**src/hdl/sbc_pkg.sv**
```systemverilog
package sbc_pkg;

  localparam int BIN_W = 16;
  localparam int LEN_W = 11;
  localparam int NF_W = 5;
  localparam int IDX_W = 10;
  localparam int RB_W = 9;
  localparam int CB_W = 8;
  localparam int ACC_W = 58;
  localparam int CFG_IDX_W = 1;
  localparam int CFG_DATA_W = 11;
  localparam int IN_DATA_W = 64;
  localparam int OUT_DATA_W = 136;

  localparam int IN_IDX_LO = 0;
  localparam int IN_RE_LO = IN_IDX_LO + IDX_W;
  localparam int IN_IM_LO = IN_RE_LO + BIN_W;
  localparam int IN_RB_LO = IN_IM_LO + BIN_W;
  localparam int IN_CB_LO = IN_RB_LO + RB_W;

  localparam logic [LEN_W-1:0] LEN_RESET = 11'd1024;
  localparam logic [NF_W-1:0] NF_RESET = 5'd4;

  localparam logic [CFG_IDX_W-1:0] CFG_LEN = 1'b0;
  localparam logic [CFG_IDX_W-1:0] CFG_NF = 1'b1;

  localparam logic ACT_LOAD = 1'b0;
  localparam logic ACT_CELL = 1'b1;

  localparam logic ST_OK = 1'b0;
  localparam logic ST_OUTSIDE = 1'b1;

  typedef struct packed {
    logic load;
    logic start;
    logic issue;
    logic out_load;
    logic [NF_W-1:0] i;
    logic [NF_W-1:0] j;
    logic ph;
  } cmd_t;

  typedef struct packed {
    logic ok;
    logic busy;
    logic [NF_W-1:0] nf;
  } stat_t;

endpackage

```
**src/hdl/sbc_ctrl.sv**
```systemverilog
module sbc_ctrl (
  input  logic           clk,
  input  logic           rst,
  input  logic           in_valid,
  input  logic           in_action,
  output logic           in_ready,
  output logic           out_valid,
  input  logic           out_ready,
  input  sbc_pkg::stat_t stat,
  output sbc_pkg::cmd_t  cmd
);
  import sbc_pkg::*;

  localparam logic [2:0] S_IDLE = 3'd0;
  localparam logic [2:0] S_CHECK = 3'd1;
  localparam logic [2:0] S_RUN = 3'd2;
  localparam logic [2:0] S_DRAIN = 3'd3;
  localparam logic [2:0] S_FINISH = 3'd4;

  logic [2:0] state;
  logic [2:0] state_next;
  logic [NF_W-1:0] i_cnt;
  logic [NF_W-1:0] i_cnt_next;
  logic [NF_W-1:0] j_cnt;
  logic [NF_W-1:0] j_cnt_next;
  logic ph;
  logic ph_next;
  logic last_j;
  logic last_i;
  logic accept;

  assign in_ready = (state == S_IDLE);
  assign accept = in_valid && in_ready;
  assign last_j = (({1'b0, j_cnt} + 6'd2) >= {1'b0, stat.nf});
  assign last_i = (({1'b0, i_cnt} + 6'd1) >= {1'b0, stat.nf});

  always_comb begin
    cmd.load = accept && (in_action == ACT_LOAD);
    cmd.start = accept && (in_action == ACT_CELL);
    cmd.issue = (state == S_RUN);
    cmd.out_load = (state == S_FINISH) && (!out_valid || out_ready);
    cmd.i = i_cnt;
    cmd.j = j_cnt;
    cmd.ph = ph;
  end

  always_comb begin
    state_next = state;
    i_cnt_next = i_cnt;
    j_cnt_next = j_cnt;
    ph_next = ph;
    case (state)
      S_IDLE: begin
        if (cmd.start) begin
          state_next = S_CHECK;
        end
      end
      S_CHECK: begin
        i_cnt_next = '0;
        j_cnt_next = '0;
        ph_next = 1'b0;
        state_next = stat.ok ? S_RUN : S_FINISH;
      end
      S_RUN: begin
        if (!ph) begin
          ph_next = 1'b1;
        end else begin
          ph_next = 1'b0;
          if (!last_j) begin
            j_cnt_next = j_cnt + NF_W'(2);
          end else begin
            j_cnt_next = '0;
            if (!last_i) begin
              i_cnt_next = i_cnt + NF_W'(1);
            end else begin
              state_next = S_DRAIN;
            end
          end
        end
      end
      S_DRAIN: begin
        if (!stat.busy) begin
          state_next = S_FINISH;
        end
      end
      S_FINISH: begin
        if (cmd.out_load) begin
          state_next = S_IDLE;
        end
      end
      default: begin
        state_next = S_IDLE;
      end
    endcase
  end

  always_ff @(posedge clk) begin
    if (rst) begin
      state <= S_IDLE;
      out_valid <= 1'b0;
      i_cnt <= '0;
      j_cnt <= '0;
      ph <= 1'b0;
    end else begin
      state <= state_next;
      out_valid <= cmd.out_load || (out_valid && !out_ready);
      i_cnt <= i_cnt_next;
      j_cnt <= j_cnt_next;
      ph <= ph_next;
    end
  end

endmodule

```
**config.mk**
```make
export PLATFORM = sky130hd
export DESIGN_NAME = sbc_ctrl
export DESIGN_NICKNAME = d
export VERILOG_FILES = /design/src/hdl/sbc_pkg.sv /design/src/hdl/sbc_ctrl.sv
export SDC_FILE = /design/constraint.sdc
export NUM_CORES = 1
export LEC_CHECK = 0
export BUFFER_PORTS_ARGS = -buffer_cell sky130_fd_sc_hd__buf_2
export CAP_MARGIN = 20
export CORE_MARGIN = 4
export CORE_UTILIZATION = 45
export CTS_BUF_LIST = sky130_fd_sc_hd__clkbuf_8
export CTS_CLUSTER_DIAMETER = 40
export CTS_CLUSTER_SIZE = 14
export DETAILED_ROUTE_END_ITERATION = 10
export GPL_ROUTABILITY_DRIVEN = 0
export PLACE_DENSITY = 0.74
export SETUP_SLACK_MARGIN = 0.3
export SLEW_MARGIN = 20
export SYNTH_ARGS = -nofsm -noshare
export SYNTH_HDL_FRONTEND = slang
export SYNTH_SLANG_ARGS = --single-unit
```
**constraint.sdc**
```tcl
create_clock -name clk -period 6.5 [get_ports clk]
set_input_delay 0.325 -clock clk [delete_from_list [all_inputs] [get_ports clk]]
set_output_delay 0.325 -clock clk [all_outputs]
set_load 0.005 [all_outputs]
```
-- After elaboration in Yosys (flattened, before gate mapping)
Cells that the tools add are included.
- register bits after elaboration: 15
- output and inout port bits: 17
- bits of input ports: 12
- logic and storage cells: 54
- muxes and demuxes: 17
- bitwise operators: 1
- equality and inequality tests: 11
- reductions and logical operators: 14
- add/sub/neg operators: 4
- magnitude comparators: 2
- operator list (operator ; number):
    2-to-1 mux 5 bit ; 5
    2-to-1 mux 3 bit ; 7
    one-hot mux 5 bit (2 select lines) ; 2
    one-hot mux 3 bit (5 select lines) ; 1
    >= comparator 6 x 5 -> 1 bit ; 2
    inequality test 2 x 1 -> 1 bit, second input constant ; 4
    adder 5 x 1 -> 6 bit, second input constant ; 1
    adder 5 x 2 -> 6 bit, second input constant ; 1
    equality test 3 x 2 -> 1 bit, second input constant ; 2
    inequality test 2 bit, second input constant ; 3
    AND reduction 6 bit ; 1
    adder 5 x 1 -> 5 bit, second input constant ; 1
    adder 5 x 2 -> 5 bit, second input constant ; 1
    logical AND 1 bit ; 5
    AND reduction 4 bit ; 1
    equality test 3 x 1 -> 1 bit, second input constant ; 1
    equality test 3 bit, second input constant ; 1
    zero test 3 bit ; 1
    zero test 1 bit ; 2
    logical OR 1 bit ; 2
    one-hot mux 1 bit (2 select lines) ; 1
    AND reduction 2 bit ; 1
    nonzero test 2 bit ; 1
    2-to-1 mux 1 bit ; 1
    NOT 1 bit ; 1

-- Longest topological paths before layout
- depth after elaboration: 6
- mapped depth: 9
- gate-level depth less buffers: 9

-- Least setup slack after synthesis
Ideal clock, no wire load.
- path type: reg2reg
- start: register i_cnt[0]
- end: register i_cnt[0]
- path buffers: 0
- setup time: 75 ps
- arrival time: 2105 ps
- required time: 6425 ps
- path slack: 4319 ps
- period minus slack after synthesis: 2181 ps
- stages on the path, launching flop included: 8
- cell sequence: dfxtp_1 -> ha_1 -> xor2_1 -> ha_1 -> a2111oi_0 -> o21ai_2 -> a2111o_1 -> o22ai_1
- word-level cells in the longest chain between the ends: 5
- elaborated cells between the ends (all ways): 9
- those cells by class: add/sub (2); order compare (1); eq/ne (1); mux (4); reduce/logical (1)
- ends and longest elaborated chain (element ; RTL line ; source):
    start: declaration ; sbc_ctrl.sv:22 ; logic [NF_W-1:0] i_cnt;
    start signal: assignment ; sbc_ctrl.sv:107 ; i_cnt <= i_cnt_next;
    parallel branches: the longest is 5 deep, another holds adder 5 x 1 -> 6 bit ; - ;
Parallel ways; which one is timed is not known. The select of a mux whose other input is x is not followed.
A chain may end at the register's enable or synchronous reset.

-- Worst setup path after layout
- start: register i_cnt[0]
- end: register i_cnt[2]
Same word-level chain as after synthesis.

==> metrics.sh <==
ARRIVAL_NS=2.60
SYNTHESIS.YOSYS.WARNINGS=0
HOLDCRITSTARTPOINT='stat[5]'
DRIVE_ABOVE_1_SHARE_PCT=22.93
CLOCK_LATENCY_LATE_SINK_NS=0.25
WORST_SLEW_MARGIN_REL_PCT=61.60
SYNTH_NETS=156
DESIGN.PORTCOUNT=29
FINALCRITPERIODSHARE_PCT=37.36
GRT_PASS1_VIAS=992
CLOCK_PATH_BUFFERS=2
FLOW.AREA_GROWTH_FROM_SYNTHESIS_PCT=17.41
HOLD_END='state[0]'
Y_DIMENSION_OF_THE_DIE_UM=56.13
DIE_WIDTH_UM=56.13
P_COMB_SHARE_PCT=44.3
GRT_FIRST_PASS_WIRELENGTH_UM=4050
SWITCHING_SHARE_PCT=40.08
SYN-MEAN-INSTANCE-AREA_UM2=7.836
SYNTH_FF_TYPE='dfxtp_1'
POST_SYNTH_INST_COUNT=133
GRT_ANTENNA_BEFORE_REPAIR=0
ROUTED-VIA-COUNT=1030
PLACED_CELL_AREA_UM2=1182
DIE_AREA_UM2=3150
HPWLAFTERDP_UM=1901
CP_DATA_REQUIRED_TIME_NS=6.67
TOTALNEGATIVESETUPSLACK_NS=0
OUTCOME='completed'
CRITICAL_PATH_BUF_INV_COUNT=0
UNREPAIRED_SETUP_ENDPOINTS_AFTER_GLOBAL_ROUTING='false'
PATH_CLASS='reg2reg'
SWITCHINGPOWER_uW=138.2
POSTCTSSETUPBUFFERS=0
WORSTSETUPSTARTPOINTTYPE='flip-flop'
REG2REG_SETUP_SLACK_NS=4.07
CTS-BUFFERS-INSERTED=3
HOLDPATHSTAGES=3
FIN_NETS=182
NUMBER_OF_CELLS_AFTER_DETAILED_PLACEMENT=182
DETAIL_ROUTE.FIRST_PASS.ITERATIONS=4
TIMING.CRITICAL_PATH.TO_TYPE='flip-flop'
CLOCK_SKEW_NS=0.006180
INSTANCES_NO_FILL=185
SYNTH.FF_LATCH_COUNT=14
TIMING.FINAL.MAX_SLEW_VIOLATIONS=0
TIMING.HOLD.WORST.CLASS='in2reg'
ROWS=17
LAYOUT_MIN_CYCLE_TIME_NS=2.429
GR-USAGE-ALL-LAYERS_PCT=15.60
SYNTHDISTINCTLIBCELLS=41
POWER_REPORT.INTERNAL_TOTAL_uW=206.6
FINALHOLDVIOLATIONS=0
COREAREA_UM2=2212
POWER_LEAKAGE_nW=0.5968
POWER.SHARE.SEQUENTIAL_PCT=35.3
YS_TOP_CELLS_BY_AREA='dfxtp_1 27%, ha_1 13%, nand2_1 5.0%, nor2_1 5.0%, inv_1 3.2%'
DRC_ERRORS=0
MAX_CAP_VIOL_COUNT=0
HOLD_FIX_BUFFERS_AT_CTS=0
POST-SYNTH-TOP-AREA-FRACTION_PCT=26.89
CPLARGESTDELAYFAMILY='compound AO/OA/AOI/OAI gates'
CLOCK_TREE_FROM_TRITONCTS='done'
CLKSLEWWORSTSETUPHOLDPATHS_NS=0.05
H-TREE-DEPTH=1
PWR_DENSITY_CELL_nW_PER_UM2=281.8
SYNTH.CELL_AREA_UM2=1042
FIRST_ITER_VIOLATIONS=18
SYNTH_EDF_COUNT=0
CTS_ROOT_BUFFER='clkbuf_8'
FINISH.INSTANCE_AREA_UM2=1224
GRT.OVERFLOW.TOTAL=0
YOSYS.AREA.TOP_TYPE='dfxtp_1'
ASYNCSETRESETFLOPFRACSYNTH_PCT=0
POWER.CLOCK.FRACTION_PCT=20.4
CTS_SINKS=14
IR_DROP_mV=0.1867
TIMING_WORST_SLEW_PIN_VALUE_NS=0.5615
ANT_NETS=0
HOLDWS_NS=0.3530
FMAX_MHz=411.8
CRIT-REG2REG-CAPTURE='i_cnt[2]'
CRIT_START='i_cnt[0]'
CRITICAL_PATH.MAX_FANOUT=6
TIMING.CRITICAL_PATH.CELLS='and3_1 > xor2_1 > ha_1 > a2111oi_0 > o21ai_2 > a2111o_1 > o22ai_1'
START_UTIL_PCT=47.12
SETUP_VIOL=0
GRT_MAX_DEGREE=15
PORT_BUFFERS=27
POSTROUTEWIRELENGTH_UM=2353
VIASPERCELL=5.568
SYNTH-SEQ-AREA-SHARE_PCT=26.89
DETAIL_ROUTE.WL_PER_CELL_UM=12.72
CPMAXSTAGEDELAYCELL='a2111oi_0'
LENGTH_IN_CELLS_OF_THE_WORST_REG_TO_REG_PATH=7
CRITICAL_PATH.REG2REG.STARTPOINT='i_cnt[0]'
POST_CTS_RESIZE_COUNT=0
TIMING.CRITICAL_PATH.SLOWEST_CELL_DELAY_NS=0.52
N_ANTENNA_CELL=0
## synthesized netlist by cell type, drive strengths merged, types with 2 or more instances
cell type / number
a31oi: 2
a22oi: 3
clkbuf: 4
o21ai: 3
a221oi: 2
buf: 2
inv: 10
nand3: 3
nor2: 14
nor3: 4
dfxtp: 14
a21o: 2
a21oi: 6
nor2b: 3
nand2: 14
nand2b: 5
o22ai: 4
a211oi: 2
o21a: 2
xor2: 3
ha: 11
and3: 3
## stage by stage
stage          setup slack [ns]  utilization, %  power (mW)
2_1_floorplan             4.319               -      0.2374
3_3_place_gp              4.215           53.45      0.2711
3_5_place_dp              4.073           53.45      0.2759
4_1_cts                   4.055           55.32      0.3465
5_1_grt                   3.885           55.32      0.3744
6_report                  4.071           55.32      0.3449
## per-layer routing
metal | wire length [um] | part of all wire, % | track usage (%) | vias to the layer above
li1 | - | - | - | 531
met1 | 1025 | 44 | 17.89 | 460
met2 | 1124 | 48 | 26.71 | 32
met3 | 151 | 6.4 | 4.408 | 7
met4 | 52 | 2.2 | 6.780 | 0
met5 | 0 | 0 | 0 | -
## power groups by stage
stage               Combinational (mW)  Sequential, mW  Clock, mW
global placement                 0.150           0.121          0
CTS                              0.153           0.122     0.0718
finish                           0.153           0.122     0.0704
global route                     0.174           0.125     0.0754
detailed placement               0.152           0.124          0
floorplan                        0.131           0.106          0
## layout make-up
type | instances | area [um^2]
fillers | 215 | 988.4
multi-input cells | 103 | 694.4
flip-flops and latches | 14 | 280.3
repair buffers | 27 | 135.1
clock buffers | 3 | 41.29
inverters | 10 | 37.54
well taps | 28 | 35.03
## how the worst max path moves through the flow
stage,end,slack (ns),cells after the start
finish,i_cnt[2],4.07,7
detailed placement,i_cnt[2],4.07,7
CTS,i_cnt[2],4.05,7
global route,i_cnt[0],3.88,7
global placement,i_cnt[0],4.21,7
floorplan,i_cnt[0],4.32,7
## worst reg2reg max path: stages (launching register included)
cell and delay, ns:
dfxtp_1 0.41, and3_1 0.30, xor2_1 0.11, ha_1 0.20, a2111oi_0 0.52, o21ai_2 0.20
a2111o_1 0.46, o22ai_1 0.17
## layout by cell type, fill, tap and decap left out, types with 2 or more instances in the layout
master | netlist | routed
a22oi_1 | 3 | 3
nand2_1 | 14 | 14
nor3_1 | 4 | 4
o21a_1 | 2 | 2
nor2b_1 | 3 | 3
nand2b_1 | 5 | 5
and3_1 | 3 | 3
a211oi_1 | 2 | 2
o21ai_0 | 2 | 2
a221oi_1 | 2 | 2
ha_1 | 11 | 11
buf_2 | 0 | 27
a21oi_1 | 6 | 6
dfxtp_1 | 14 | 14
xor2_1 | 3 | 3
nor2_1 | 14 | 14
clkbuf_8 | 0 | 3
nand3_1 | 3 | 3
o22ai_1 | 4 | 4
inv_1 | 9 | 9
a31oi_1 | 2 | 2
a21o_1 | 2 | 2
## cell families (layout without fill, tap and decap cells)
family | Yosys count | after routing | synth area share [%]
and+or+nand+nor | 51 | 51 | 23.77
other | 1 | 1 | 0.3598
buffers and inverters | 16 | 40 | 6.481
muxes | 1 | 1 | 0.9604
AOI/OAI and AO/OA | 35 | 35 | 24.97
adders and majority gates | 11 | 11 | 13.21
DFF | 14 | 14 | 26.89
xor gates and xnor gates | 4 | 4 | 3.362
## sequential cells by signal, indices dropped and copies added (netlist names)
register / flops
i_cnt: 5
j_cnt: 4
out_valid: 1
ph: 1
state: 3
Power figures use the tool's default switching activity.
